[src/hdl/nsms_pkg.sv]
// Shared types and codes for the navigation mode supervisor.
// Used by nav_sensor_mode_supervisor; depends on nothing else.
package nsms_pkg;

    localparam int NUM_SENSORS = 5;

    // Navigation modes
    localparam logic [2:0] MODE_NOM = 3'd0;
    localparam logic [2:0] MODE_DR  = 3'd1;
    localparam logic [2:0] MODE_LA  = 3'd2;
    localparam logic [2:0] MODE_REL = 3'd3;
    localparam logic [2:0] MODE_FS  = 3'd4;

    // Sensor indexes
    localparam int SNS_IMU   = 0;
    localparam int SNS_GPS   = 1;
    localparam int SNS_LIDAR = 2;
    localparam int SNS_LOOP  = 4;
    localparam logic [2:0] SNS_LAST = 3'd4;

    localparam logic [NUM_SENSORS-1:0] HEALTH_DEFAULT = 5'b00011;

    // Operation codes
    localparam logic [1:0] OP_STATUS   = 2'd0;
    localparam logic [1:0] OP_EVALUATE = 2'd1;
    localparam logic [1:0] OP_FORCE    = 2'd2;

    // Configuration register indexes
    localparam logic [1:0] CFG_INITIAL_MODE = 2'd0;
    localparam logic [1:0] CFG_TIMEOUT_MS   = 2'd1;
    localparam logic [1:0] CFG_HOLD_MS      = 2'd2;

    // Reason codes
    localparam logic [3:0] RSN_NONE          = 4'd0;
    localparam logic [3:0] RSN_IMU_FAIL_NOM  = 4'd1;
    localparam logic [3:0] RSN_GPS_LOST      = 4'd2;
    localparam logic [3:0] RSN_TIMEOUT       = 4'd3;
    localparam logic [3:0] RSN_GPS_BACK      = 4'd4;
    localparam logic [3:0] RSN_LIDAR_OK      = 4'd5;
    localparam logic [3:0] RSN_IMU_FAIL_DR   = 4'd6;
    localparam logic [3:0] RSN_LOOP_CLOSURE  = 4'd7;
    localparam logic [3:0] RSN_LIDAR_LOST    = 4'd8;
    localparam logic [3:0] RSN_IMU_FAIL      = 4'd9;
    localparam logic [3:0] RSN_GPS_BACK_REL  = 4'd10;
    localparam logic [3:0] RSN_RECOVERED     = 4'd11;
    localparam logic [3:0] RSN_FORCED        = 4'd12;

    localparam logic [31:0] TIMEOUT_RESET = 32'd60000;
    localparam logic [31:0] HOLD_RESET    = 32'd2000;

    typedef struct packed {
        logic [1:0]  op;
        logic [2:0]  sensor_id;
        logic        healthy;
        logic [31:0] now_ms;
        logic [2:0]  target_mode;
    } in_item_t;

    typedef struct packed {
        logic [2:0] current_mode;
        logic [2:0] prev_mode;
        logic       changed;
        logic [3:0] reason_code;
    } out_item_t;

endpackage

[src/hdl/nav_sensor_mode_supervisor.sv]
// Navigation mode supervisor: sensor health tracking and mode rules.
// Depends on nsms_pkg for codes and item types.
//
//  channel | direction | handshake              | payload
//  --------+-----------+------------------------+-------------------------------------
//  s_      | in        | s_tvalid / s_tready    | s_tuser op, s_tdata item fields
//  m_      | out       | m_tvalid / m_tready    | m_tdata result fields
//  cfg_    | in        | cfg_valid / cfg_ready  | cfg_index, cfg_data
//
// Sustains one transaction per cycle unless m_ stalls: an input register, then
// the mode rules (three parallel 32-bit subtract-and-compare paths and a priority mux)
// feeding the result register. The state updates when the item leaves the input register.
// aresetn is synchronous, active low. A stall on m_ backs up through the result and
// input registers to s_tready; cfg_ready is always high.
module nav_sensor_mode_supervisor (
    input  logic        aclk,
    input  logic        aresetn,
    input  logic        s_tvalid,
    output logic        s_tready,
    input  logic [39:0] s_tdata,   // [2:0] sensor_id, [3] healthy, [35:4] now_ms,
                                   // [38:36] target_mode, [39] zero
    input  logic [1:0]  s_tuser,   // [1:0] op
    output logic        m_tvalid,
    input  logic        m_tready,
    output logic [15:0] m_tdata,   // [2:0] current_mode, [5:3] prev_mode, [6] changed,
                                   // [10:7] reason_code, [15:11] zero
    input  logic        cfg_valid,
    output logic        cfg_ready,
    input  logic [1:0]  cfg_index,
    input  logic [31:0] cfg_data
);

    localparam int NS = nsms_pkg::NUM_SENSORS;

    // Configuration registers
    logic [2:0]  boot_mode_reg;
    logic [31:0] timeout_ms_reg;
    logic [31:0] hold_ms_reg;

    // Supervisor state
    logic [2:0]    mode_reg, mode_next;
    logic [31:0]   entry_time_reg, entry_time_next;
    logic [NS-1:0] health_reg, health_next;
    logic [NS-1:0] tracked_reg, tracked_next;
    logic [31:0]   stamp_reg [NS];
    logic [NS-1:0] stamp_wr;

    // Pipeline registers
    logic                 in_valid_reg;
    nsms_pkg::in_item_t   in_item_reg;
    logic                 out_valid_reg;
    nsms_pkg::out_item_t  out_item_reg, out_item_next;

    logic out_free;
    logic advance;
    logic cfg_write;
    logic restart;

    assign cfg_ready = 1'b1;
    assign cfg_write = cfg_valid & cfg_ready;
    assign restart   = cfg_write && (cfg_index == nsms_pkg::CFG_INITIAL_MODE)
                       && (cfg_data[2:0] <= nsms_pkg::MODE_FS);

    assign out_free = !out_valid_reg || m_tready;
    assign advance  = in_valid_reg && out_free;
    assign s_tready = !in_valid_reg || out_free;

    assign m_tvalid = out_valid_reg;
    assign m_tdata  = {5'd0, out_item_reg.reason_code, out_item_reg.changed,
                       out_item_reg.prev_mode, out_item_reg.current_mode};

    // Mode rules for the item in the input register
    always_comb begin
        logic [NS-1:0] trk_eval;
        logic [31:0]   now;
        logic [31:0]   gps_stamp;
        logic [31:0]   lidar_stamp;
        logic          gps_rec;
        logic          lidar_rec;
        logic          dr_expired;
        logic [2:0]    nm;
        logic [3:0]    why;
        logic          chg;

        now         = in_item_reg.now_ms;
        trk_eval    = tracked_reg | health_reg;
        gps_stamp   = tracked_reg[nsms_pkg::SNS_GPS] ? stamp_reg[nsms_pkg::SNS_GPS] : now;
        lidar_stamp = tracked_reg[nsms_pkg::SNS_LIDAR] ? stamp_reg[nsms_pkg::SNS_LIDAR] : now;
        gps_rec     = health_reg[nsms_pkg::SNS_GPS] && ((now - gps_stamp) >= hold_ms_reg);
        lidar_rec   = health_reg[nsms_pkg::SNS_LIDAR] && ((now - lidar_stamp) >= hold_ms_reg);
        dr_expired  = (now - entry_time_reg) > timeout_ms_reg;

        nm  = mode_reg;
        why = nsms_pkg::RSN_NONE;
        chg = 1'b0;

        mode_next       = mode_reg;
        entry_time_next = entry_time_reg;
        health_next     = health_reg;
        tracked_next    = tracked_reg;
        stamp_wr        = '0;

        unique case (in_item_reg.op)
            nsms_pkg::OP_STATUS: begin
                if (in_item_reg.sensor_id <= nsms_pkg::SNS_LAST) begin
                    if (!health_reg[in_item_reg.sensor_id] && in_item_reg.healthy) begin
                        tracked_next[in_item_reg.sensor_id] = 1'b0;
                    end
                    health_next[in_item_reg.sensor_id] = in_item_reg.healthy;
                end
            end
            nsms_pkg::OP_EVALUATE: begin
                // Stamp healthy sensors that are not yet tracked
                stamp_wr     = health_reg & ~tracked_reg;
                tracked_next = trk_eval;
                unique case (mode_reg)
                    nsms_pkg::MODE_NOM: begin
                        if (!health_reg[nsms_pkg::SNS_IMU]) begin
                            nm = nsms_pkg::MODE_FS; why = nsms_pkg::RSN_IMU_FAIL_NOM;
                        end else if (!health_reg[nsms_pkg::SNS_GPS]) begin
                            nm = nsms_pkg::MODE_DR; why = nsms_pkg::RSN_GPS_LOST;
                        end
                    end
                    nsms_pkg::MODE_DR: begin
                        if (dr_expired) begin
                            nm = nsms_pkg::MODE_FS; why = nsms_pkg::RSN_TIMEOUT;
                        end else if (gps_rec) begin
                            nm = nsms_pkg::MODE_NOM; why = nsms_pkg::RSN_GPS_BACK;
                        end else if (lidar_rec) begin
                            nm = nsms_pkg::MODE_LA; why = nsms_pkg::RSN_LIDAR_OK;
                        end else if (!health_reg[nsms_pkg::SNS_IMU]) begin
                            nm = nsms_pkg::MODE_FS; why = nsms_pkg::RSN_IMU_FAIL_DR;
                        end
                    end
                    nsms_pkg::MODE_LA: begin
                        if (gps_rec) begin
                            nm = nsms_pkg::MODE_NOM; why = nsms_pkg::RSN_GPS_BACK;
                        end else if (health_reg[nsms_pkg::SNS_LOOP]) begin
                            nm = nsms_pkg::MODE_REL; why = nsms_pkg::RSN_LOOP_CLOSURE;
                        end else if (!health_reg[nsms_pkg::SNS_LIDAR]) begin
                            nm = nsms_pkg::MODE_DR; why = nsms_pkg::RSN_LIDAR_LOST;
                        end else if (!health_reg[nsms_pkg::SNS_IMU]) begin
                            nm = nsms_pkg::MODE_FS; why = nsms_pkg::RSN_IMU_FAIL;
                        end
                    end
                    nsms_pkg::MODE_REL: begin
                        if (gps_rec) begin
                            nm = nsms_pkg::MODE_NOM; why = nsms_pkg::RSN_GPS_BACK_REL;
                        end else if (!health_reg[nsms_pkg::SNS_IMU]) begin
                            nm = nsms_pkg::MODE_FS; why = nsms_pkg::RSN_IMU_FAIL;
                        end
                    end
                    nsms_pkg::MODE_FS: begin
                        if (health_reg[nsms_pkg::SNS_IMU] && (gps_rec || lidar_rec)) begin
                            nm = nsms_pkg::MODE_NOM; why = nsms_pkg::RSN_RECOVERED;
                        end
                    end
                    default: begin
                        nm = mode_reg;
                    end
                endcase
                if (nm != mode_reg) begin
                    chg             = 1'b1;
                    mode_next       = nm;
                    entry_time_next = now;
                    tracked_next    = '0;
                end
            end
            nsms_pkg::OP_FORCE: begin
                if ((in_item_reg.target_mode <= nsms_pkg::MODE_FS)
                    && (in_item_reg.target_mode != mode_reg)) begin
                    chg             = 1'b1;
                    why             = nsms_pkg::RSN_FORCED;
                    mode_next       = in_item_reg.target_mode;
                    entry_time_next = '0;
                    tracked_next    = '0;
                end
            end
            default: begin
                chg = 1'b0;
            end
        endcase

        out_item_next.current_mode = mode_next;
        out_item_next.prev_mode    = mode_reg;
        out_item_next.changed      = chg;
        out_item_next.reason_code  = chg ? why : nsms_pkg::RSN_NONE;
    end

    // Configuration registers
    always_ff @(posedge aclk) begin
        if (!aresetn) begin
            boot_mode_reg  <= nsms_pkg::MODE_NOM;
            timeout_ms_reg <= nsms_pkg::TIMEOUT_RESET;
            hold_ms_reg    <= nsms_pkg::HOLD_RESET;
        end else if (cfg_write) begin
            unique case (cfg_index)
                nsms_pkg::CFG_INITIAL_MODE: begin
                    if (restart) begin
                        boot_mode_reg <= cfg_data[2:0];
                    end
                end
                nsms_pkg::CFG_TIMEOUT_MS: timeout_ms_reg <= cfg_data;
                nsms_pkg::CFG_HOLD_MS:    hold_ms_reg    <= cfg_data;
                default: begin
                    hold_ms_reg <= hold_ms_reg;
                end
            endcase
        end
    end

    // Supervisor state: restart on reset or a valid boot mode write, else update per item
    always_ff @(posedge aclk) begin
        if (!aresetn) begin
            mode_reg       <= nsms_pkg::MODE_NOM;
            entry_time_reg <= '0;
            health_reg     <= nsms_pkg::HEALTH_DEFAULT;
            tracked_reg    <= '0;
        end else if (restart) begin
            mode_reg       <= cfg_data[2:0];
            entry_time_reg <= '0;
            health_reg     <= nsms_pkg::HEALTH_DEFAULT;
            tracked_reg    <= '0;
        end else if (advance) begin
            mode_reg       <= mode_next;
            entry_time_reg <= entry_time_next;
            health_reg     <= health_next;
            tracked_reg    <= tracked_next;
        end
    end

    // Recovery stamps: written only on evaluate, read only while tracked
    always_ff @(posedge aclk) begin
        for (int i = 0; i < NS; i++) begin
            if (advance && stamp_wr[i]) begin
                stamp_reg[i] <= in_item_reg.now_ms;
            end
        end
    end

    // Input register: load on each accepted transaction
    always_ff @(posedge aclk) begin
        if (!aresetn) begin
            in_valid_reg <= 1'b0;
        end else if (s_tready) begin
            in_valid_reg <= s_tvalid;
        end
    end

    always_ff @(posedge aclk) begin
        if (s_tvalid && s_tready) begin
            in_item_reg.op          <= s_tuser;
            in_item_reg.sensor_id   <= s_tdata[2:0];
            in_item_reg.healthy     <= s_tdata[3];
            in_item_reg.now_ms      <= s_tdata[35:4];
            in_item_reg.target_mode <= s_tdata[38:36];
        end
    end

    // Result register: hold until taken
    always_ff @(posedge aclk) begin
        if (!aresetn) begin
            out_valid_reg <= 1'b0;
        end else if (out_free) begin
            out_valid_reg <= in_valid_reg;
        end
    end

    always_ff @(posedge aclk) begin
        if (advance) begin
            out_item_reg <= out_item_next;
        end
    end

endmodule
[config.mk]
export PLATFORM = sky130hd
export DESIGN_NAME = nav_sensor_mode_supervisor
export DESIGN_NICKNAME = d
export VERILOG_FILES = /design/src/hdl/nsms_pkg.sv /design/src/hdl/nav_sensor_mode_supervisor.sv
export SDC_FILE = /design/constraint.sdc
export NUM_CORES = 1
export LEC_CHECK = 0
export BUFFER_PORTS_ARGS = -buffer_cell sky130_fd_sc_hd__buf_4
export CORE_MARGIN = 3
export CORE_UTILIZATION = 35
export DETAILED_ROUTE_END_ITERATION = 8
export GPL_TIMING_DRIVEN = 0
export HOLD_SLACK_MARGIN = 0.08
export PLACE_DENSITY = 0.55
export SYNTH_ARGS = -nofsm -noshare
export SYNTH_HDL_FRONTEND = slang
export SYNTH_SLANG_ARGS = --single-unit
[constraint.sdc]
create_clock -name aclk -period 17.39 [get_ports aclk]
set_input_delay 3.478 -clock aclk [delete_from_list [all_inputs] [get_ports aclk]]
set_output_delay 3.478 -clock aclk [all_outputs]
set_load 0.01 [all_outputs]
==> flow_summary.toml <==
[yosys]
synth_edf_count = 116
netlist_area_sq_um = 15500
avgSynthCellArea_sq_um = 9.34
synth.area.top_cells = "edfxtp_1, ha_1, dfxtp_1"
syn_inst = 1662
yosysSeqAreaShare_pct = 36.4
synth_top_area_cell = "edfxtp_1"
yosysTopAreaCellShare_pct = 22.4
ys.warnings.count = 0
synth-compound-area-share_pct = 20.6
synth_adder_area_share_pct = 16.1
yosys-mux-area-fraction_pct = 4.00
synthXorXnorAreaFrac_pct = 4.74
synthDistinctLibCells = 76
synth-simple-area-share_pct = 13.2
synth_top_family_by_area = "compound AO/OA/AOI/OAI gates"
synthArstFlopShare_pct = 0
ys_ff_latch = 224
synthFlopType = "edfxtp_1"

[outcome]
status = "complete, no violations"

[hold_path]
hold_depth = 0
hp-class = "flip-flop to flip-flop"
hp-start = "mode_reg[0]$_SDFFE_PN0P_"
hold_path_end = "m_tdata[3]$_DFFE_PP_"

[worst_setup_path]
r2r_cells = 28
reg2reg_slack_ps = 8040
cpPeakStageDelay_ps = 750
crit_fanout = 10
cp.required_ps = 17900
worstSetupPathType = "flip-flop to flip-flop"
crit_path_frequent_cell = "a211oi_1"
slowest_stage = "buf_1"
worstSetupStartpointType = "flip-flop"
r2r-end = "entry_time_reg[18]$_SDFFE_PP0P_"
crit_path_end_kind = "flip-flop"
crit_arrival_ps = 9860
reg2reg_from = "tracked_reg[1]$_SDFFE_PP0P_"

[sta]
holdWs_ps = 440
tns_ps = 0
slew_headroom_pct = 24.0
slew_viol_final = 0
rsz0062_at_grt = "no"
hold_viol = 0
setup_viol = 0
min_period_ps = 9350
tightest_slew_ps = 1140
max_freq_mhz = 107
skew_ps = 11.5
fin_crit_sh_pct = 53.7

[place]
postPlaceCellArea_sq_um = 17100
place.port_buffers = 91
dpl.hpwl_um = 34300
place_congestion = 0.899

[die]
start_util_pct = 35.7
dieArea_sq_um = 46900
core_area_sq_um = 43500
fp-row-count = 76
die_h_um = 217
io_pins = 100
fp.dieW_um = 217

[power]
p_comb_share_pct = 23.9
power.switching_uw = 471
power_frac_seq_pct = 37.4
switching_share_pct = 29.9
power.density_nw_per_um2 = 87.4
p_leak_nw = 6.98
total_power_mw = 1.58
intPower_mw = 1.11
pwr-share-clk_pct = 38.7
ir_drop_mv = 0.0607

[clocking]
cts_tree = "built"
postCtsHoldBufs = 0
numCtsBuffers = 29
clk_latency_ps = 570
clkTransAtPathRegs_ps = 60
cts.sinks = 224
cts_max_level = 1
cts_setup_buffers = 0
cts.repair.resized = 0
clk_path_buf_depth = 3
cts_root_buffer = "clkbuf_16"

[global_routing]
grt_pass1_vias = 12200
antenna_found_initial = 0
grt_pass1_wl_um = 67300
track_usage_pct = 18.1
overflow = 0
grt_max_degree = 22

[cells_and_area]
drive_gt1_share_pct = 11.7
post-route-util_pct = 41.5
area_growth_pct = 16.3
fin_area_sq_um = 18000
largest_register_ffs = 64
nNetsFinal = 2075

[drt]
dr.pass1.iters = 5
vias = 12600
wl_um = 43000
drcViolationCount = 0
detail_route.iter0.violations = 713
wl_per_cell_um = 17.9
ant_nets = 0
via_per_inst = 5.24

[job]
drv_cap = 0
## metal layers
layer	global-route usage (%)	routed length, um	up-vias	part of all wire (%)
met1	24.7	20200	5928	47
met4	5.76	1260	0	2.9
li1	-	-	6321	-
met2	29.4	19300	279	45
met5	0	0	-	0
met3	2.58	2230	68	5.2
## kinds of logic after synthesis
group | count (synthesis)
AO/OA/AOI/OAI | 473
XOR/XNOR | 84
adder cells (fa/ha/maj) | 198
buffers and inverters | 181
flip-flops | 224
multiplexers | 62
other | 2
AND/OR/NAND/NOR | 438
## worst max-delay path: cells and delay by family (launching register included)
kind                     cells  cell delay [ps]
AO/OA/AOI/OAI               13             4010
AND/OR/NAND/NOR              7             1930
XOR/XNOR                     1              160
buffers and inverters        4             1870
flip-flops                   1              300
adder cells (fa/ha/maj)      3              990
## worst max-delay path by stage
stage                                            from                              end  slack [ps]  cells after the start
after floorplan                              m_tready                         s_tready       10140                      2
after global placement                       m_tready       stamp_reg[2][17]$_DFFE_PP_        7830                      6
after detailed placement  tracked_reg[1]$_SDFFE_PP0P_  entry_time_reg[18]$_SDFFE_PP0P_        8130                     28
after CTS                 tracked_reg[1]$_SDFFE_PP0P_  entry_time_reg[18]$_SDFFE_PP0P_        8060                     28
after global routing      tracked_reg[2]$_SDFFE_PP0P_  entry_time_reg[29]$_SDFFE_PP0P_        7620                     29
final                     tracked_reg[1]$_SDFFE_PP0P_  entry_time_reg[18]$_SDFFE_PP0P_        8040                     28
## power by group through the flow
| stage | registers (mW) | clock network, mW | logic (mW) |
|---|---|---|---|
| after global routing | 0.593 | 0.651 | 0.431 |
| after CTS | 0.591 | 0.630 | 0.377 |
| after detailed placement | 0.602 | 0 | 0.375 |
| after floorplan | 0.595 | 0 | 0.273 |
| final | 0.590 | 0.610 | 0.377 |
| after global placement | 0.602 | 0 | 0.368 |
## layout by cell type, fill, tap and decap left out, drive strengths merged, types with 20 or more instances in the layout
master	n
nand2	199
ha	195
inv	126
buf	123
edfxtp	116
a21oi	116
dfxtp	108
o21ai	77
nor2	76
clkbuf	74
xnor2	62
mux2i	62
a21boi	55
nand3	40
a21o	36
a22o	32
o211ai	27
xor2	22
a211oi	21
nor3	21
nor2b	20
## per-stage QoR
| step | std cells | worst slack (ps) |
|---|---|---|
| 6_report | 2405 | 8040 |
| 5_1_grt | 2404 | 7620 |
| 4_1_cts | 2404 | 8060 |
| 3_5_place_dp | 2350 | 8130 |
| 3_3_place_gp | 2342 | 7830 |
| 2_1_floorplan | 1666 | 10140 |
## synthesized netlist by cell type (all sizes together), types with 4 or more instances
cell     instances
a211oi          21
o21bai          12
o211ai          27
nand3           40
dfxtp          108
a31o             5
mux2i           62
buf             24
o21a            18
a31oi           14
nor2            76
nand2          199
and2             6
or2              8
nor2b           20
nor3            21
xnor2           62
o41ai            4
a211o            4
edfxtp         116
o2111ai          5
nand4           16
a21oi          116
and3             5
a221oi           6
ha             195
clkbuf          30
nand3b           4
nand2b          19
o21ai           77
and4             6
a22oi            5
inv            124
a22o            32
o31ai            7
xor2            22
o22ai            7
a21o            36
nor3b            4
a21boi          55
## cell type report
type / instances / area, sq um
diodes: 1 / 2.50
multi-input cells: 1261 / 9130
inverters: 127 / 477
clock buffers: 44 / 902
repair buffers: 99 / 778
flip-flops and latches: 224 / 5650
fillers: 4321 / 25400
clock inverters: 10 / 86.3
plain buffers: 54 / 294
well taps: 585 / 732
Power figures use the tool's default switching activity.
